### config.mk
export PLATFORM = sky130hd
export DESIGN_NAME = two_bit_op_bit_run_decompressor_unit
export DESIGN_NICKNAME = d
export VERILOG_FILES = /design/src/rtl/core/tbrd_pkg.sv /design/src/rtl/core/two_bit_op_bit_run_decompressor_unit.sv /design/src/rtl/core/tbrd_front.sv /design/src/rtl/core/tbrd_fifo.sv /design/src/rtl/core/tbrd_back.sv
export SDC_FILE = /design/constraint.sdc
export NUM_CORES = 1
export LEC_CHECK = 0
export ABC_AREA = 1
export BUFFER_PORTS_ARGS = -buffer_cell sky130_fd_sc_hd__buf_2
export CORE_MARGIN = 4
export CORE_UTILIZATION = 59
export CTS_BUF_LIST = sky130_fd_sc_hd__clkbuf_8
export CTS_CLUSTER_DIAMETER = 120
export CTS_CLUSTER_SIZE = 16
export DETAILED_ROUTE_END_ITERATION = 6
export GPL_TIMING_DRIVEN = 0
export PLACE_DENSITY = 0.75
export SYNTH_ARGS = -nofsm -noshare
export SYNTH_HDL_FRONTEND = slang
export SYNTH_SLANG_ARGS = --single-unit
### constraint.sdc
create_clock -name clk_i -period 15.8 [get_ports clk_i]
set_clock_uncertainty 0.2 [all_clocks]
set_input_delay 0 -clock clk_i [delete_from_list [all_inputs] [get_ports clk_i]]
set_output_delay 0 -clock clk_i [all_outputs]
set_load 0.01 [all_outputs]
### src/rtl/core/tbrd_pkg.sv
package tbrd_pkg;

  // length register value after reset, in output bytes
  localparam logic [15:0] LenReset = 16'd960;

  // run lengths up to 39 bits fit in six bits
  localparam int unsigned RunW = 6;

  // kinds of entries passed from the decoder to the bit packer
  typedef enum logic [1:0] {
    ENT_RUN,
    ENT_ITEM_END,
    ENT_STREAM_END
  } entry_kind_e;

  typedef struct packed {
    entry_kind_e     kind;
    logic            fill_bit;
    logic [RunW-1:0] run_len;
  } q_entry_t;

endpackage

### src/rtl/core/two_bit_op_bit_run_decompressor_unit.sv
// Bit-run decompressor with two-bit opcodes.
// Input channel (in_valid_i / in_stall_o) takes one compressed byte per transaction,
// with stream_end_i marking the last byte of a stream. Output channel
// (out_valid_o / out_stall_i) gives one decompressed byte per transaction,
// final_byte_o set on the last byte of a stream. Config channel (cfg_valid_i /
// cfg_ready_o / cfg_data_i) writes the output length in bytes and restarts the stream.
// Rate: the decoder takes a byte, decodes its bits into queue entries, then pushes a
// boundary marker, and takes no new byte before that; a full queue holds it. A byte with
// stream_end_i also finishes the open command. The bit packer takes up to 8 bits of a run
// per cycle and one literal bit per cycle while the output is not stalled; the slower
// of the two sets the rate.
// Output: a finished byte is held until the next byte completes or its input
// transaction is closed, then moves to the output register.
// Reset: length is 960 bytes, decoder waits for an opcode, queue and output empty.
// A stalled receiver holds the output register; the packer and then the
// decoder back up through the 4-entry queue and in_stall_o rises.
module two_bit_op_bit_run_decompressor_unit #(
  parameter int MAX_OUTPUT_BYTES = 65535,
  parameter int FIFO_DEPTH       = 4
) (
  input  logic        clk_i,
  input  logic        rst_ni,
  input  logic        in_valid_i,
  output logic        in_stall_o,
  input  logic [7:0]  compressed_byte_i,
  input  logic        stream_end_i,
  output logic        out_valid_o,
  input  logic        out_stall_i,
  output logic [7:0]  output_byte_o,
  output logic        final_byte_o,
  input  logic        cfg_valid_i,
  output logic        cfg_ready_o,
  input  logic [15:0] cfg_data_i
);

  localparam int EffMax = (MAX_OUTPUT_BYTES > 65535) ? 65535 : MAX_OUTPUT_BYTES;
  localparam int BudgetW = $clog2(EffMax + 1);
  localparam int ResetBudget =
    (int'(tbrd_pkg::LenReset) > EffMax) ? EffMax : int'(tbrd_pkg::LenReset);
  localparam logic [15:0] LenCap = 16'(EffMax);

  logic               cfg_we;
  logic [15:0]        len_q;
  logic [15:0]        len_sel, len_clip;
  logic [BudgetW-1:0] reload;
  logic               q_push, q_full, q_pop, q_valid;
  tbrd_pkg::q_entry_t q_wdata, q_rdata;

  // length register
  assign cfg_ready_o = 1'b1;
  assign cfg_we      = cfg_valid_i && cfg_ready_o;

  always_ff @(posedge clk_i or negedge rst_ni) begin
    if (!rst_ni) begin
      len_q <= tbrd_pkg::LenReset;
    end else if (cfg_we) begin
      len_q <= cfg_data_i;
    end
  end

  // byte budget for the next stream
  assign len_sel  = cfg_we ? cfg_data_i : len_q;
  assign len_clip = (len_sel > LenCap) ? LenCap : len_sel;
  assign reload   = len_clip[BudgetW-1:0];

  tbrd_front u_front (
    .clk_i             (clk_i),
    .rst_ni            (rst_ni),
    .restart_i         (cfg_we),
    .in_valid_i        (in_valid_i),
    .in_stall_o        (in_stall_o),
    .compressed_byte_i (compressed_byte_i),
    .stream_end_i      (stream_end_i),
    .q_full_i          (q_full),
    .q_push_o          (q_push),
    .q_entry_o         (q_wdata)
  );

  tbrd_fifo #(
    .DEPTH (FIFO_DEPTH)
  ) u_fifo (
    .clk_i   (clk_i),
    .rst_ni  (rst_ni),
    .flush_i (cfg_we),
    .push_i  (q_push),
    .wdata_i (q_wdata),
    .full_o  (q_full),
    .pop_i   (q_pop),
    .valid_o (q_valid),
    .rdata_o (q_rdata)
  );

  tbrd_back #(
    .BUDGET_W     (BudgetW),
    .RESET_BUDGET (ResetBudget)
  ) u_back (
    .clk_i         (clk_i),
    .rst_ni        (rst_ni),
    .restart_i     (cfg_we),
    .reload_i      (reload),
    .q_valid_i     (q_valid),
    .q_entry_i     (q_rdata),
    .q_pop_o       (q_pop),
    .out_valid_o   (out_valid_o),
    .out_stall_i   (out_stall_i),
    .output_byte_o (output_byte_o),
    .final_byte_o  (final_byte_o)
  );

  // decoder never writes into a full queue
  assert property (@(posedge clk_i) disable iff (!rst_ni) q_push |-> !q_full)
    else $error("queue written while full");

  // packer never reads an empty queue
  assert property (@(posedge clk_i) disable iff (!rst_ni) q_pop |-> q_valid)
    else $error("queue read while empty");

  // an accepted byte keeps the decoder busy in the next cycle
  assert property (@(posedge clk_i) disable iff (!rst_ni)
    (in_valid_i && !in_stall_o && !cfg_we) |=> in_stall_o)
    else $error("decoder idle right after accepting a byte");

endmodule

### src/rtl/core/tbrd_front.sv
module tbrd_front (
  input  logic               clk_i,
  input  logic               rst_ni,
  input  logic               restart_i,
  input  logic               in_valid_i,
  output logic               in_stall_o,
  input  logic [7:0]         compressed_byte_i,
  input  logic               stream_end_i,
  input  logic               q_full_i,
  output logic               q_push_o,
  output tbrd_pkg::q_entry_t q_entry_o
);

  localparam logic [1:0] OpZeroRun = 2'b00;
  localparam logic [1:0] OpLit32   = 2'b01;
  localparam logic [1:0] OpFillRun = 2'b10;

  localparam logic [tbrd_pkg::RunW-1:0] ZeroRunBase = 6'd4;
  localparam logic [tbrd_pkg::RunW-1:0] FillRunBase = 6'd8;
  localparam logic [tbrd_pkg::RunW-1:0] Lit32Len    = 6'd32;
  localparam logic [tbrd_pkg::RunW-1:0] Lit4Len     = 6'd4;
  localparam logic [tbrd_pkg::RunW-1:0] CountMarker = 6'd1;

  typedef enum logic [1:0] {
    F_IDLE,
    F_BITS,
    F_MARK,
    F_FLUSH
  } fstate_e;

  typedef enum logic [2:0] {
    PH_OP_HI,
    PH_OP_LO,
    PH_FILL,
    PH_COUNT,
    PH_LIT
  } phase_e;

  fstate_e                     fstate_q, fstate_d;
  phase_e                      phase_q, phase_d;
  logic [1:0]                  opcode_q, opcode_d;
  logic [tbrd_pkg::RunW-1:0]   fc_q, fc_d;
  logic                        fill_q, fill_d;
  logic [7:0]                  byte_q, byte_d;
  logic [2:0]                  cnt_q, cnt_d;
  logic                        last_q, last_d;

  // single bit decode results
  logic                        dec_bit;
  phase_e                      dec_phase;
  logic [1:0]                  dec_opcode;
  logic [tbrd_pkg::RunW-1:0]   dec_fc;
  logic                        dec_fill;
  logic                        dec_push;
  tbrd_pkg::q_entry_t          dec_entry;
  logic [tbrd_pkg::RunW-1:0]   count_sh;

  // missing bits at stream end read as zero
  assign dec_bit = (fstate_q == F_BITS) ? byte_q[7] : 1'b0;

  // command decode of one stream bit
  always_comb begin
    dec_phase          = phase_q;
    dec_opcode         = opcode_q;
    dec_fc             = fc_q;
    dec_fill           = fill_q;
    dec_push           = 1'b0;
    dec_entry.kind     = tbrd_pkg::ENT_RUN;
    dec_entry.fill_bit = dec_bit;
    dec_entry.run_len  = 6'd1;
    count_sh           = {fc_q[4:0], dec_bit};
    case (phase_q)
      PH_OP_HI: begin
        dec_opcode = {dec_bit, 1'b0};
        dec_phase  = PH_OP_LO;
      end
      PH_OP_LO: begin
        dec_opcode = {opcode_q[1], dec_bit};
        case ({opcode_q[1], dec_bit})
          OpZeroRun: begin
            dec_fc    = CountMarker;
            dec_phase = PH_COUNT;
          end
          OpLit32: begin
            dec_fc    = Lit32Len;
            dec_phase = PH_LIT;
          end
          OpFillRun: begin
            dec_phase = PH_FILL;
          end
          default: begin
            dec_fc    = Lit4Len;
            dec_phase = PH_LIT;
          end
        endcase
      end
      PH_FILL: begin
        dec_fill  = dec_bit;
        dec_fc    = CountMarker;
        dec_phase = PH_COUNT;
      end
      PH_COUNT: begin
        // marker bit reaching the top ends the count field
        if (count_sh[5]) begin
          dec_push = 1'b1;
          if (opcode_q == OpZeroRun) begin
            dec_entry.fill_bit = 1'b0;
            dec_entry.run_len  = {1'b0, count_sh[4:0]} + ZeroRunBase;
          end else begin
            dec_entry.fill_bit = fill_q;
            dec_entry.run_len  = {1'b0, count_sh[4:0]} + FillRunBase;
          end
          dec_fc    = '0;
          dec_phase = PH_OP_HI;
        end else begin
          dec_fc = count_sh;
        end
      end
      PH_LIT: begin
        dec_push = 1'b1;
        if (fc_q <= 6'd1) begin
          dec_fc    = '0;
          dec_phase = PH_OP_HI;
        end else begin
          dec_fc = fc_q - 6'd1;
        end
      end
      default: begin
        dec_phase = PH_OP_HI;
      end
    endcase
  end

  // byte sequencing, boundary markers and end of stream completion
  always_comb begin
    fstate_d           = fstate_q;
    phase_d            = phase_q;
    opcode_d           = opcode_q;
    fc_d               = fc_q;
    fill_d             = fill_q;
    byte_d             = byte_q;
    cnt_d              = cnt_q;
    last_d             = last_q;
    q_push_o           = 1'b0;
    q_entry_o          = dec_entry;
    case (fstate_q)
      F_IDLE: begin
        if (in_valid_i) begin
          byte_d   = compressed_byte_i;
          last_d   = stream_end_i;
          cnt_d    = 3'd7;
          fstate_d = F_BITS;
        end
      end
      F_BITS: begin
        if (!q_full_i) begin
          q_push_o = dec_push;
          phase_d  = dec_phase;
          opcode_d = dec_opcode;
          fc_d     = dec_fc;
          fill_d   = dec_fill;
          byte_d   = {byte_q[6:0], 1'b0};
          cnt_d    = cnt_q - 3'd1;
          if (cnt_q == 3'd0) begin
            fstate_d = last_q ? F_FLUSH : F_MARK;
          end
        end
      end
      F_MARK: begin
        if (!q_full_i) begin
          q_push_o           = 1'b1;
          q_entry_o.kind     = tbrd_pkg::ENT_ITEM_END;
          q_entry_o.fill_bit = 1'b0;
          q_entry_o.run_len  = '0;
          fstate_d           = F_IDLE;
        end
      end
      F_FLUSH: begin
        if (!q_full_i) begin
          if (phase_q == PH_OP_HI) begin
            q_push_o           = 1'b1;
            q_entry_o.kind     = tbrd_pkg::ENT_STREAM_END;
            q_entry_o.fill_bit = 1'b0;
            q_entry_o.run_len  = '0;
            opcode_d           = '0;
            fc_d               = '0;
            fill_d             = 1'b0;
            fstate_d           = F_IDLE;
          end else if (phase_q == PH_LIT) begin
            // remaining literal bits are all zero: one run
            q_push_o           = 1'b1;
            q_entry_o.kind     = tbrd_pkg::ENT_RUN;
            q_entry_o.fill_bit = 1'b0;
            q_entry_o.run_len  = fc_q;
            fc_d               = '0;
            phase_d            = PH_OP_HI;
          end else begin
            q_push_o = dec_push;
            phase_d  = dec_phase;
            opcode_d = dec_opcode;
            fc_d     = dec_fc;
            fill_d   = dec_fill;
          end
        end
      end
      default: begin
        fstate_d = F_IDLE;
      end
    endcase
    // length write abandons the stream
    if (restart_i) begin
      fstate_d = F_IDLE;
      phase_d  = PH_OP_HI;
      opcode_d = '0;
      fc_d     = '0;
      fill_d   = 1'b0;
    end
  end

  assign in_stall_o = (fstate_q != F_IDLE);

  // state and decode registers
  always_ff @(posedge clk_i or negedge rst_ni) begin
    if (!rst_ni) begin
      fstate_q <= F_IDLE;
      phase_q  <= PH_OP_HI;
      opcode_q <= '0;
      fc_q     <= '0;
      fill_q   <= 1'b0;
      byte_q   <= '0;
      cnt_q    <= '0;
      last_q   <= 1'b0;
    end else begin
      fstate_q <= fstate_d;
      phase_q  <= phase_d;
      opcode_q <= opcode_d;
      fc_q     <= fc_d;
      fill_q   <= fill_d;
      byte_q   <= byte_d;
      cnt_q    <= cnt_d;
      last_q   <= last_d;
    end
  end

endmodule

### src/rtl/core/tbrd_fifo.sv
module tbrd_fifo #(
  parameter int DEPTH = 4
) (
  input  logic               clk_i,
  input  logic               rst_ni,
  input  logic               flush_i,
  input  logic               push_i,
  input  tbrd_pkg::q_entry_t wdata_i,
  output logic               full_o,
  input  logic               pop_i,
  output logic               valid_o,
  output tbrd_pkg::q_entry_t rdata_o
);

  localparam int AW = (DEPTH > 1) ? $clog2(DEPTH) : 1;
  localparam int CW = $clog2(DEPTH + 1);

  tbrd_pkg::q_entry_t mem_q [DEPTH];
  logic [AW-1:0]      wr_ptr_q, wr_ptr_d;
  logic [AW-1:0]      rd_ptr_q, rd_ptr_d;
  logic [CW-1:0]      count_q, count_d;
  logic               do_push, do_pop;

  assign full_o  = (count_q == CW'(DEPTH));
  assign valid_o = (count_q != '0);
  assign rdata_o = mem_q[rd_ptr_q];
  assign do_push = push_i && !full_o;
  assign do_pop  = pop_i && valid_o;

  // pointer and fill count update
  always_comb begin
    wr_ptr_d = wr_ptr_q;
    rd_ptr_d = rd_ptr_q;
    count_d  = count_q;
    if (do_push) begin
      wr_ptr_d = (wr_ptr_q == AW'(DEPTH - 1)) ? '0 : wr_ptr_q + AW'(1);
    end
    if (do_pop) begin
      rd_ptr_d = (rd_ptr_q == AW'(DEPTH - 1)) ? '0 : rd_ptr_q + AW'(1);
    end
    if (do_push && !do_pop) begin
      count_d = count_q + CW'(1);
    end else if (do_pop && !do_push) begin
      count_d = count_q - CW'(1);
    end
    if (flush_i) begin
      wr_ptr_d = '0;
      rd_ptr_d = '0;
      count_d  = '0;
    end
  end

  always_ff @(posedge clk_i or negedge rst_ni) begin
    if (!rst_ni) begin
      wr_ptr_q <= '0;
      rd_ptr_q <= '0;
      count_q  <= '0;
    end else begin
      wr_ptr_q <= wr_ptr_d;
      rd_ptr_q <= rd_ptr_d;
      count_q  <= count_d;
    end
  end

  // entry storage
  always_ff @(posedge clk_i) begin
    if (do_push) begin
      mem_q[wr_ptr_q] <= wdata_i;
    end
  end

endmodule

### src/rtl/core/tbrd_back.sv
module tbrd_back #(
  parameter int BUDGET_W     = 16,
  parameter int RESET_BUDGET = 960
) (
  input  logic                clk_i,
  input  logic                rst_ni,
  input  logic                restart_i,
  input  logic [BUDGET_W-1:0] reload_i,
  input  logic                q_valid_i,
  input  tbrd_pkg::q_entry_t  q_entry_i,
  output logic                q_pop_o,
  output logic                out_valid_o,
  input  logic                out_stall_i,
  output logic [7:0]          output_byte_o,
  output logic                final_byte_o
);

  logic [7:0]                shift_q, shift_d;
  logic [2:0]                obc_q, obc_d;
  logic [BUDGET_W-1:0]       budget_q, budget_d;
  logic [tbrd_pkg::RunW-1:0] run_left_q, run_left_d;
  logic                      run_bit_q, run_bit_d;
  logic                      hold_valid_q, hold_valid_d;
  logic [7:0]                hold_byte_q, hold_byte_d;
  logic                      hold_final_q, hold_final_d;
  logic                      out_valid_q, out_valid_d;
  logic [7:0]                out_byte_q, out_byte_d;
  logic                      out_final_q, out_final_d;

  logic                      active, done, out_free, head_run;
  logic [tbrd_pkg::RunW-1:0] cur_len;
  logic                      cur_bit;
  logic [3:0]                space, take;
  logic [3:0]                obc_sum;
  logic [15:0]               wide;
  logic [7:0]                pad_byte;

  assign active   = (run_left_q != '0);
  assign done     = (budget_q == '0);
  assign out_free = !out_valid_q || !out_stall_i;
  assign head_run = q_valid_i && (q_entry_i.kind == tbrd_pkg::ENT_RUN);
  assign cur_len  = active ? run_left_q : q_entry_i.run_len;
  assign cur_bit  = active ? run_bit_q : q_entry_i.fill_bit;

  // bits that fit into the current byte this cycle
  assign space    = 4'd8 - {1'b0, obc_q};
  assign take     = (cur_len < {2'b00, space}) ? cur_len[3:0] : space;
  assign obc_sum  = {1'b0, obc_q} + take;
  assign wide     = {shift_q, {8{cur_bit}}} << take;
  assign pad_byte = 8'(shift_q << space);

  always_comb begin
    shift_d      = shift_q;
    obc_d        = obc_q;
    budget_d     = budget_q;
    run_left_d   = run_left_q;
    run_bit_d    = run_bit_q;
    hold_valid_d = hold_valid_q;
    hold_byte_d  = hold_byte_q;
    hold_final_d = hold_final_q;
    out_byte_d   = out_byte_q;
    out_final_d  = out_final_q;
    out_valid_d  = out_stall_i ? out_valid_q : 1'b0;
    q_pop_o      = 1'b0;

    if (active || head_run) begin
      // run bits, at most one byte boundary per cycle
      if (done) begin
        run_left_d = '0;
        q_pop_o    = !active;
      end else if (obc_sum[3]) begin
        if (!hold_valid_q || out_free) begin
          if (hold_valid_q) begin
            out_valid_d = 1'b1;
            out_byte_d  = hold_byte_q;
            out_final_d = hold_final_q;
          end
          hold_valid_d = 1'b1;
          hold_byte_d  = wide[15:8];
          hold_final_d = (budget_q == BUDGET_W'(1));
          budget_d     = budget_q - BUDGET_W'(1);
          shift_d      = wide[15:8];
          obc_d        = '0;
          run_left_d   = cur_len - {2'b00, take};
          run_bit_d    = cur_bit;
          q_pop_o      = !active;
        end
      end else begin
        shift_d    = wide[15:8];
        obc_d      = obc_sum[2:0];
        run_left_d = cur_len - {2'b00, take};
        run_bit_d  = cur_bit;
        q_pop_o    = !active;
      end
    end else if (q_valid_i && q_entry_i.kind == tbrd_pkg::ENT_ITEM_END) begin
      // item transaction done: release the held byte
      if (!hold_valid_q) begin
        q_pop_o = 1'b1;
      end else if (out_free) begin
        out_valid_d  = 1'b1;
        out_byte_d   = hold_byte_q;
        out_final_d  = hold_final_q;
        hold_valid_d = 1'b0;
        q_pop_o      = 1'b1;
      end
    end else if (q_valid_i && q_entry_i.kind == tbrd_pkg::ENT_STREAM_END) begin
      if (!done && obc_q != '0) begin
        // release earlier byte, then park the padded partial byte
        if (hold_valid_q) begin
          if (out_free) begin
            out_valid_d  = 1'b1;
            out_byte_d   = hold_byte_q;
            out_final_d  = hold_final_q;
            hold_valid_d = 1'b0;
          end
        end else begin
          hold_valid_d = 1'b1;
          hold_byte_d  = pad_byte;
          hold_final_d = 1'b1;
          obc_d        = '0;
        end
      end else if (!hold_valid_q || out_free) begin
        if (hold_valid_q) begin
          out_valid_d = 1'b1;
          out_byte_d  = hold_byte_q;
          out_final_d = hold_final_q || !done;
        end
        q_pop_o      = 1'b1;
        hold_valid_d = 1'b0;
        obc_d        = '0;
        shift_d      = '0;
        run_left_d   = '0;
        budget_d     = reload_i;
      end
    end

    // length write abandons the stream
    if (restart_i) begin
      hold_valid_d = 1'b0;
      obc_d        = '0;
      shift_d      = '0;
      run_left_d   = '0;
      budget_d     = reload_i;
    end
  end

  always_ff @(posedge clk_i or negedge rst_ni) begin
    if (!rst_ni) begin
      shift_q      <= '0;
      obc_q        <= '0;
      budget_q     <= BUDGET_W'(RESET_BUDGET);
      run_left_q   <= '0;
      run_bit_q    <= 1'b0;
      hold_valid_q <= 1'b0;
      out_valid_q  <= 1'b0;
    end else begin
      shift_q      <= shift_d;
      obc_q        <= obc_d;
      budget_q     <= budget_d;
      run_left_q   <= run_left_d;
      run_bit_q    <= run_bit_d;
      hold_valid_q <= hold_valid_d;
      out_valid_q  <= out_valid_d;
    end
  end

  // payload registers
  always_ff @(posedge clk_i) begin
    hold_byte_q  <= hold_byte_d;
    hold_final_q <= hold_final_d;
    out_byte_q   <= out_byte_d;
    out_final_q  <= out_final_d;
  end

  assign out_valid_o   = out_valid_q;
  assign output_byte_o = out_byte_q;
  assign final_byte_o  = out_final_q;

endmodule

# [Word-level counts from Yosys, hierarchy flattened]
# Memories as Yosys holds them, arrays and structs flattened.
# Index checks and enable logic that the tools add are counted.
[totals] in_bits=30 n_memories=1 latchBits=0 rom_bits=0 ff_bits=103 out_inout_bits=12 ram_bits=36 word_cells=333
[classes] shifts=2 n_lt_le_gt_ge=3 bitwise=1 add_sub_neg=12 mul=0 eq_ne=40 mux=190 n_div=0 reduce_logical=61
[mem_list] name="u_fifo.mem_q" depth=4 word_bits=9 read_ports=1 rd_clocked_by_memory_dff=0 write_ports=1 line_no="tbrd_fifo.sv:18" rtl="tbrd_pkg::q_entry_t mem_q [DEPTH];"
[ops] operator="$mux 8" count=29
[ops] operator="$mux 16" count=11
[ops] operator="$mux 6" count=16
[ops] operator="$mux 1" count=72
[ops] operator="$mux 3" count=21
[ops] operator="$mux 2" count=18
[ops] operator="$mux 7" count=4
[ops] operator="$ne 3x3->1 const B" count=9
[ops] operator="$reduce_bool 3->1" count=9
[ops] operator="$pmux 6 s4" count=1
[ops] operator="$mux 9" count=2
[ops] operator="$pmux 3 s2" count=3
[ops] operator="$pmux 6 s3" count=1
[ops] operator="$pmux 9 s2" count=1
[ops] operator="$reduce_and 6->1" count=3
[ops] operator="$eq 16x1->1 const B" count=1
[ops] operator="$gt 16x16->1 const B" count=1
[ops] operator="$logic_not 16->1" count=1
[ops] operator="$pmux 8 s2" count=1
[ops] operator="$shl 16x4->16" count=1
[ops] operator="$sub 16x1->16 const B" count=1
[ops] operator="$pmux 3 s5" count=1
[ops] operator="$reduce_and 7->1" count=2
[ops] operator="$reduce_bool 2->1" count=7
[ops] operator="other kinds (41)" count=93

# [Longest topological paths before layout]
# Gate-level depths: netlist of the first run.
[depth] depth_word=13 ltp_mapped=30 ltp_nobuf=29

# [By module]
# Synthesis of the first run repeated with hierarchy kept, for this count alone.
[hier_totals] hier_cells=1117 hier_area_um2=8780.9
[modules_own_cells] mod="tbrd_back" n_inst=1 seq_area_each_um2=1446.4 area_each_um2=4272.8 cells_each=623
[modules_own_cells] mod="tbrd_front" n_inst=1 seq_area_each_um2=650.6 area_each_um2=2010.7 cells_each=273
[modules_own_cells] mod="tbrd_fifo" n_inst=1 seq_area_each_um2=1256.2 area_each_um2=1836.8 cells_each=151
[modules_own_cells] mod="two_bit_op_bit_run_decompressor_unit" n_inst=1 seq_area_each_um2=405.4 area_each_um2=660.6 cells_each=70

# [Worst setup path before layout of the first run]
# No wires, ideal clock.
[synth_path] path_kind="register -> register" start="register u_back.obc_q[0]" end="register u_back.hold_byte_q[0], enable pin" t_required_ns=15.173 stages_incl_launch_ff=24 slack_ns=10.217 path_buffers=1 period_less_slack_ns=5.583 setup_ns=0.427 arrival_ns=4.956 path_cell_list="dfrtp_1 clkbuf_1 clkinv_1 ha_1 ha_1 inv_1 ha_1 a21oi_1 nand2_2 nor2_4 nand2_4 inv_1 nand2_1 o21ai_4 ha_1 nand2_1 nand2_1 a31oi_1 nand3_1 nand2_2 inv_4 nand2_8 nand2_4 a2111oi_0"
[synth_between] elab_chain_len=6 elab_cells_between_ends=9 cone_classes="add/sub (2); order compare (1); eq/ne (1); mux (1); reduce/logical (4)"
[synth_lines] item="from (decl)" line_no="tbrd_back.sv:19" rtl="logic [2:0] obc_q, obc_d;"
[synth_lines] item="from (signal assigned)" line_no="tbrd_back.sv:150" rtl="obc_q <= '0;"
[synth_lines] item="from (signal assigned)" line_no="tbrd_back.sv:158" rtl="obc_q <= obc_d;"
[synth_lines] item="$sub 4x3->4" line_no="tbrd_back.sv:46" rtl="assign space = 4'd8 - {1'b0, obc_q};"
[synth_lines] item="$lt 6x4->1" line_no="tbrd_back.sv:47" rtl="assign take = (cur_len < {2'b00, space}) ? cur_len[3:0] : space;"
[synth_lines] item="$mux 4" line_no="tbrd_back.sv:47"
[synth_lines] item="$add 3x4->4" line_no="tbrd_back.sv:48" rtl="assign obc_sum = {1'b0, obc_q} + take;"
[synth_lines] item="$ne 2x1->1 (no source line)"
[synth_lines] item="$reduce_and 7->1 (no source line) (*)"
[synth_lines] item="to (signal assigned)" line_no="tbrd_back.sv:169" rtl="hold_byte_q <= hold_byte_d;"
[synth_lines] item="to (decl)" line_no="tbrd_back.sv:24" rtl="logic [7:0] hold_byte_q, hold_byte_d;"
# Mark *: on every way between the ends. The rest lies on a longest branch, timed or not.
# A chain may end at the register's enable or synchronous reset.

# [Worst setup path after layout of the first run]
[layout_path] start="register u_back.obc_q[0]" end="register u_fifo.count_q[1]"
[layout_between] elab_chain_len=12 elab_cells_between_ends=19 cone_classes="add/sub (2); order compare (1); mux (9); reduce/logical (7)"
[layout_lines] item="$sub 4x3->4" line_no="tbrd_back.sv:46"
[layout_lines] item="$lt 6x4->1" line_no="tbrd_back.sv:47"
[layout_lines] item="$mux 4" line_no="tbrd_back.sv:47"
[layout_lines] item="$add 3x4->4" line_no="tbrd_back.sv:48"
[layout_lines] item="$mux 1" line_no="tbrd_back.sv:71" rtl="end else if (obc_sum[3]) begin"
[layout_lines] item="$mux 1" line_no="tbrd_back.sv:68" rtl="if (done) begin"
[layout_lines] item="$mux 1 (*)" line_no="tbrd_back.sv:66" rtl="if (active || head_run) begin"
[layout_lines] item="$logic_and 1x1->1 (*)" line_no="tbrd_fifo.sv:28" rtl="assign do_pop = pop_i && valid_o;"
[layout_lines] item="$logic_not 1->1" line_no="tbrd_fifo.sv:41" rtl="if (do_push && !do_pop) begin"
[layout_lines] item="$logic_and 1x1->1" line_no="tbrd_fifo.sv:41"
[layout_lines] item="$mux 3" line_no="tbrd_fifo.sv:41"
[layout_lines] item="$mux 3" line_no="tbrd_fifo.sv:46" rtl="if (flush_i) begin"
[layout_lines] item="to (signal assigned)" line_no="tbrd_fifo.sv:61" rtl="count_q <= count_d;"
[layout_lines] item="to (decl)" line_no="tbrd_fifo.sv:21" rtl="logic [CW-1:0] count_q, count_d;"
# Marked as above.

==> results.sh, run 1 <==
export IMPL_synth_most_common_cell="nand2_1"
export IMPL_grt_pass1_wl_mm=33.9
export IMPL_avgViaCountPerCell=5.56
export IMPL_overflow=0
export IMPL_synthArstFlopShare_pct=61.2
export IMPL_dr_total_vias=7452
export IMPL_seqCellArea_mm2=0.00376
export IMPL_yosysTopAreaCellShare_pct=22.8
export IMPL_grtUsageMet3_pct=5.85
export IMPL_worst_slack_ns=10.31
export IMPL_first_pass_iters=6
export IMPL_postCtsSetupRepairBufs=0
export IMPL_initial_core_util_pct=60.6
export IMPL_ios=42
export IMPL_post_dp_hpwl_mm=14.3
export IMPL_setup_tns_ns=0
export IMPL_start_kind="register"
export IMPL_synth_main_ff_cell="dfrtp_1"
export IMPL_syn_to_final_growth_pct=15.2
export IMPL_layout_min_cycle_time_ns=5.49
export IMPL_die_width_um=128
export IMPL_synth_area_top_cells="dfrtp_1 23%, edfxtp_1 19%, nand2_1 12%"
export IMPL_gr_usage_met1_pct=33.9
export IMPL_synth_area_mm2=0.00844
export IMPL_gp_congestion=0.938
export IMPL_ctsHtreeMaxLevel=4
export IMPL_grt_max_degree=52
export IMPL_status="finished, final reports clean"
export IMPL_synth_edf_count=54
export IMPL_globalRoute_busiestLayer="met2"
export IMPL_fin_crit_sh_pct=34.7
export IMPL_antenna_cells=0
export IMPL_synth_top_area_cell="dfrtp_1"
export IMPL_worstPathMaxFanout=10
export IMPL_cap_violations=0
export IMPL_nFillCells=1109
export IMPL_tightest_slew_ns=0.898
export IMPL_slew_violations=0
export IMPL_cts_buffers=17
export IMPL_setup_viol_count_final=0
export IMPL_antenna_found_initial=0
export IMPL_cpMaxStageDelayCell="dfrtp_1"
export IMPL_grt_total_usage_pct=26.0
export IMPL_core_area_mm2=0.0139
export IMPL_post_route_cells_drive_above_1_share_pct=13.7
export IMPL_rsz0062_at_grt="false"
export IMPL_power_leakage_uw=0.00443
export IMPL_syn_inst=1048
export IMPL_cts_reportedPaths_clkPinSlew_ns=0.09
export IMPL_worstPathArrival_ns=5.67
export IMPL_synth_fp_nets=1109
export IMPL_cts_buffer_depth=2
export IMPL_die_area_mm2=0.0163
export IMPL_fmax_ghz=0.182
export IMPL_cts_root_buf="clkbuf_8"
export IMPL_first_iter_violations=608
export IMPL_hp_class="in -> reg"
export IMPL_drtAntennaViolNets=0
export IMPL_critPathKind="reg -> reg"
export IMPL_fin_util_pct=69.8
export IMPL_ys_types=61
export IMPL_cp_data_required_time_ns=15.98
export IMPL_synth_seq_cells=139
export IMPL_first_global_vias=7163
export IMPL_cts_sinks=139
export IMPL_final_nets=1208
export IMPL_grt_util_met2_pct=43.3
export IMPL_p_per_area_mw_per_mm2=243
export IMPL_avgSynthCellArea_um2=8.06
export IMPL_ctsHoldBuffers=39
export IMPL_route_detailed_drc=0
export IMPL_wirelength_mm=20.3
export IMPL_synthTopCellsByCount="277 x nand2_1, 121 x inv_1, 85 x nor2_1"
export IMPL_place_ws_ns=10.35
export IMPL_die_h_um=128
export IMPL_fp_row_count=43
export IMPL_maxSlewHeadroom_pct=39.2
export IMPL_port_buffers=39
export IMPL_clock_latency_ns=0.46
export IMPL_ys_seq_area_share_pct=44.5
export IMPL_multi_input_area_mm2=0.00399
export IMPL_routedWlPerCell_um=15.1
export IMPL_cp_end_kind="register"
export IMPL_yosys_warnings=0
export IMPL_hold_viol=0
export IMPL_cts_tree="done"
export IMPL_max_stage_delay_ns=0.45
export IMPL_peakVddDrop_mv=0.111
export IMPL_postCtsResizedCells=0
flip-flops by register name, indices dropped and copies added (netlist names), 2 cells and up:
name / cells
u_front.fc_q: 6
u_front.fstate_q: 2
u_front.byte_q: 8
u_back.shift_q: 8
u_back.output_byte_o: 8
u_front.cnt_q: 3
u_back.obc_q: 3
u_fifo.count_q: 3
u_front.phase_q: 3
len_q: 16
u_back.run_left_q: 6
u_fifo.mem_q: 36
u_fifo.wr_ptr_q: 2
u_back.budget_q: 16
u_back.hold_byte_q: 8
u_front.opcode_q: 2
u_fifo.rd_ptr_q: 2
critical path, delay by kind of cell, from the launching register on:
kind | cells | cell delay, ns
AND/OR/NAND/NOR | 12 | 1.35
buffers and inverters | 6 | 1.10
AO/OA/AOI/OAI | 4 | 0.67
adder cells (fa/ha/maj) | 5 | 1.61
flip-flops | 1 | 0.45
logic make-up (layout without fill, tap and decap cells):
kind of cell / after synthesis / in the layout / synth area share, %
other cells: 1 / 1 / 0.0444
flops: 139 / 139 / 44.5
simple gates: 495 / 495 / 25.4
compound gates: 200 / 200 / 15.2
fa+ha+maj: 31 / 31 / 4.86
buf+inv: 166 / 278 / 8.27
mux: 3 / 3 / 0.370
xor+xnor: 13 / 13 / 1.35
worst paths after layout:
kind / end / startpoint / slack, ns / depth (start not counted)
max in group asynchronous: len_q[9]$_DFF_PN1_ / rst_ni / 14.67 / 4
worst max-delay path: u_fifo.count_q[1]$_DFFE_PN0P_ / u_back.obc_q[0]$_DFFE_PN0P_ / 10.31 / 27
min in group asynchronous: u_back.run_left_q[0]$_DFFE_PN0P_ / rst_ni / 0.41 / 4
worst min register to register: len_q[10]$_DFF_PN0_ / len_q[10]$_DFF_PN0_ / 0.28 / 2
worst max register to register: u_fifo.count_q[1]$_DFFE_PN0P_ / u_back.obc_q[0]$_DFFE_PN0P_ / 10.31 / 27
worst min-delay path: len_q[12]$_DFF_PN0_ / cfg_data_i[12] / 0.1 / 4
layout make-up:
type	count	area share, %
Multi-Input combinational cell	743	41.1
Sequential cell	139	38.6
Timing Repair Buffer	80	6.51
Inverter	137	5.31
Clock buffer	19	2.69
Tap cell	180	2.32
Buffer	29	1.87
Clock inverter	13	1.60
metrics by stage:
step                instance area [um2]  instances  hold slack (ns)  power [uW]
floorplan                          8440       1048           -0.496        1700
global placement                   8860       1267          0.00968        2000
detailed placement                 8910       1269           -0.180        2030
CTS                                9730       1340           0.0704        2360
global route                       9730       1340           0.0994        2590
finish                             9730       1340           0.0955        2370
placed cells by master (no fill, tap or decap), types with 6 or more instances in the layout:
cell type and n:
a31oi_1 8, o21ai_1 8, nand3_1 81, buf_4 6
clkbuf_1 14, dlygate4sd3_1 38, nor2_1 85, o21ai_2 7
inv_1 121, buf_2 42, buf_6 7, edfxtp_1 54
dfstp_2 8, o21ai_0 72, o211ai_1 18, dfrtp_1 77
xor2_1 10, a21oi_1 33, ha_1 28, nand2_1 277
nand2_2 8, o211ai_2 6, o22ai_1 17, or2_2 6
nor3_1 15, clkbuf_8 19, inv_2 13
per-layer routing:
metal	up-vias	share of wire, %	wire length (um)
li1	3708	-	-
met1	3456	44	8880
met2	243	49	9830
met3	45	5.1	1030
met4	0	2.6	517
met5	-	0	0
where the power goes:
part,internal (uW),total [uW],leakage (uW),switching [uW]
Clock,153,306,0.000210,153
Sequential,549,614,0.00157,64.6
Combinational,493,1450,0.00265,956
(Power assumes the default switching activity.)
==> run 2: changes to the inputs <==
ABC_AREA = 0   (was 1)
CORE_UTILIZATION = 58   (was 59)
PLACE_DENSITY = 0.77   (was 0.75)
clock period = 4.4 ns   (was 15.8 ns; I/O delays follow)
==> run 2 against run 1 <==
The flow now finishes with violations (design-rule violations, negative setup slack). Total power rose to 3.7 times the previous value. Worst hold slack improved by 0.027 ns. Wire length rose by 22%. Clock power rose to 3.4 times the previous value. Core utilization rose by 6.0 points. Area after synthesis fell by 0.84%. Sequential share of layout area fell by 3.2 points. Maximum frequency rose by 10%. Synthesized cell count fell by 20%. Sequential power rose to 3.2 times the previous value. Global-route usage rose by 3.7 points. Critical path type unchanged. Largest power group unchanged.
==> results.sh, run 2 <==
export IMPL_regMostFlops="u_fifo.mem_q"
export IMPL_combPwrFrac_pct=65.2
export IMPL_cts_sinks=139
export IMPL_swShare_pct=46.8
export IMPL_syn_to_final_growth_pct=26.6
export IMPL_hold_viol=0
export IMPL_clock_latency_ns=0.47
export IMPL_cp_end_kind="register"
export IMPL_power_share_clock_pct=11.9
export IMPL_synth_area_mm2=0.00837
export IMPL_synth_edf_count=54
export IMPL_worstPathMaxFanout=5
export IMPL_synth_fp_nets=896
export IMPL_first_global_vias=7337
export IMPL_ys_seq_area_share_pct=44.9
export IMPL_antenna_found_initial=0
export IMPL_largest_reg_flops=36
export IMPL_ys_types=78
export IMPL_worst_slack_ns=-0.582
export IMPL_cts_buffers=17
export IMPL_die_area_mm2=0.0164
export IMPL_dr_total_vias=7659
export IMPL_p_per_area_mw_per_mm2=818
export IMPL_syn_inst=835
export IMPL_wirelength_mm=24.8
export IMPL_peakVddDrop_mv=0.485
export IMPL_first_pass_iters=7
export IMPL_start_kind="register"
export IMPL_cts_tree="done"
export IMPL_p_int_uw=4610
export IMPL_rsz0062_at_grt="true"
export IMPL_fp_row_count=43
export IMPL_port_buffers=39
export IMPL_worstPathArrival_ns=5.19
export IMPL_p_switching_uw=4060
export IMPL_avgSynthCellArea_um2=10.0
export IMPL_final_area_mm2=0.0106
export IMPL_yosysTopAreaCellShare_pct=23.0
export IMPL_final_cell_mix="74 x nand2_1, 74 x dfrtp_1, 54 x edfxtp_1, 52 x nor2_1, 52 x a21oi_1"
export IMPL_grt_max_degree=69
export IMPL_synth_main_ff_cell="dfrtp_1"
export IMPL_top_regs="u_fifo.mem_q x36, len_q x16, u_back.budget_q x16"
export IMPL_power_leakage_uw=0.00420
export IMPL_fmax_ghz=0.201
export IMPL_synth_seq_cells=139
export IMPL_route_detailed_drc=1
export IMPL_cts_reportedPaths_clkPinSlew_ns=0.09
export IMPL_synth_area_top_cells="dfrtp_1 23%, edfxtp_1 19%, ha_1 4.2%"
export IMPL_drtAntennaViolNets=0
export IMPL_initial_core_util_pct=59.9
export IMPL_avgViaCountPerCell=6.56
export IMPL_ctsHtreeMaxLevel=4
export IMPL_synthArstFlopShare_pct=61.2
export IMPL_first_iter_violations=853
export IMPL_setup_viol_count_final=54
export IMPL_cts_root_buf="clkbuf_8"
export IMPL_routedWlPerCell_um=21.3
export IMPL_grt_pass1_wl_mm=38.2
export IMPL_post_dp_hpwl_mm=16.2
export IMPL_ios=42
export IMPL_antenna_cells=0
export IMPL_tightest_slew_ns=1.08
export IMPL_critPathKind="reg -> reg"
export IMPL_grt_total_usage_pct=29.6
export IMPL_cap_violations=0
export IMPL_hp_class="in -> reg"
export IMPL_yosys_warnings=0
export IMPL_cp_data_required_time_ns=4.61
export IMPL_overflow=0
export IMPL_placed_area_mm2=0.00903
export IMPL_slew_violations=0
export IMPL_maxSlewHeadroom_pct=27.2
export IMPL_status="complete, but fails checks"
export IMPL_post_route_cells_drive_above_1_share_pct=25.8
export IMPL_setup_tns_ns=-11.46
export IMPL_synthTopCellsByCount="77 x dfrtp_1, 77 x nand2_1, 60 x a21oi_1"
export IMPL_core_area_mm2=0.0140
export IMPL_power_frac_seq_pct=23.0
export IMPL_place_ws_ns=-1.43
export IMPL_fin_util_pct=75.8
export IMPL_layout_min_cycle_time_ns=4.98
export IMPL_final_nets=1035
export IMPL_synth_top_area_cell="dfrtp_1"
export IMPL_violations="design-rule violations, negative setup slack"
export IMPL_die_width_um=128
export IMPL_die_h_um=128
export IMPL_gp_congestion=0.933
export IMPL_cts_buffer_depth=2
export IMPL_fin_crit_sh_pct=113
-- run 2: power groups by stage --
stage	registers (uW)	logic, uW	clock network, uW
floorplan	1950	3130	0
global placement	1980	4110	0
detailed placement	2010	4210	0
CTS	1980	4640	1030
global route	2030	6010	1090
finish	1990	5650	1030
-- run 2: path summary, 6_finish.rpt --
path	slack, ns	startpoint	cells after the start	endpoint
setup / recovery	-0.58	u_fifo.rd_ptr_q[0]$_DFFE_PN0P_	22	u_fifo.count_q[2]$_DFFE_PN0P_
hold / removal	0.12	cfg_data_i[14]	3	len_q[14]$_DFF_PN0_
setup reg to reg	-0.58	u_fifo.rd_ptr_q[0]$_DFFE_PN0P_	22	u_fifo.count_q[2]$_DFFE_PN0P_
hold reg to reg	0.27	u_front.cnt_q[0]$_DFFE_PN0P_	1	u_front.cnt_q[0]$_DFFE_PN0P_
max in group asynchronous	2.19	rst_ni	4	u_back.obc_q[0]$_DFFE_PN0P_
min in group asynchronous	0.43	rst_ni	3	len_q[9]$_DFF_PN1_
-- run 2: kinds of logic (layout without fill, tap and decap cells) --
kind of cell / after synthesis / after routing / synth area share (%)
AOI/OAI and AO/OA: 227 / 227 / 18.2
xor gates and xnor gates: 7 / 7 / 1.08
adders and majority gates: 31 / 31 / 4.90
buffers and inverters: 80 / 232 / 3.75
DFF: 139 / 139 / 44.9
muxes: 73 / 73 / 10.9
other: 1 / 1 / 0.0448
and+or+nand+nor: 277 / 277 / 16.2
-- run 2: critical path, cell delays in order (launching register included) --
cell	delay, ns
dfrtp_2	0.39
buf_8	0.12
mux4_2	0.51
a21o_4	0.25
ha_4	0.25
a2111oi_4	0.41
and2_4	0.22
buf_8	0.12
a21oi_2	0.06
a21o_1	0.18
clkbuf_8	0.15
ha_4	0.25
a21oi_4	0.16
inv_2	0.09
xnor2_4	0.17
a21oi_4	0.09
nor2_2	0.16
fa_2	0.27
inv_2	0.06
or3_1	0.38
a2111oi_4	0.28
nor4_2	0.07
nand3_1	0.08
-- run 2: final cells by class --
cell class              count  area (um2)
flip-flops and latches    139        3760
multi-input cells         616        4810
clock buffers              18         248
fillers                   919        3390
well taps                 180         225
plain buffers              44         235
repair buffers            121        1040
inverters                  35         141
clock inverters            14         140
-- run 2: stage by stage --
step	cells	hold slack [ns]	power [uW]
floorplan	835	-0.496	5080
global placement	1054	0.0328	6090
detailed placement	1055	-0.286	6220
CTS	1148	0.0475	7650
global route	1167	0.133	9120
finish	1167	0.123	8670
-- run 2: repair_timing --
action | CTS | global route
setup buffers | 22 | 18
gates cloned | 0 | 1
hold buffers | 40 | 0
endpoints found under the hold margin | 138 | 0
endpoints found under the setup margin | 66 | 64
gates resized for setup | 34 | 66
pin swaps | 21 | 27
-- run 2: metal layers --
metal | part of all wire [%] | routed length (um) | global-route usage (%) | up-vias
met5 | 0 | 0 | 0 | -
met2 | 48 | 12000 | 48.6 | 425
met1 | 40 | 9980 | 38.4 | 3707
met4 | 4.2 | 1050 | 13.1 | 0
met3 | 7.1 | 1750 | 5.79 | 100
li1 | - | - | - | 3427
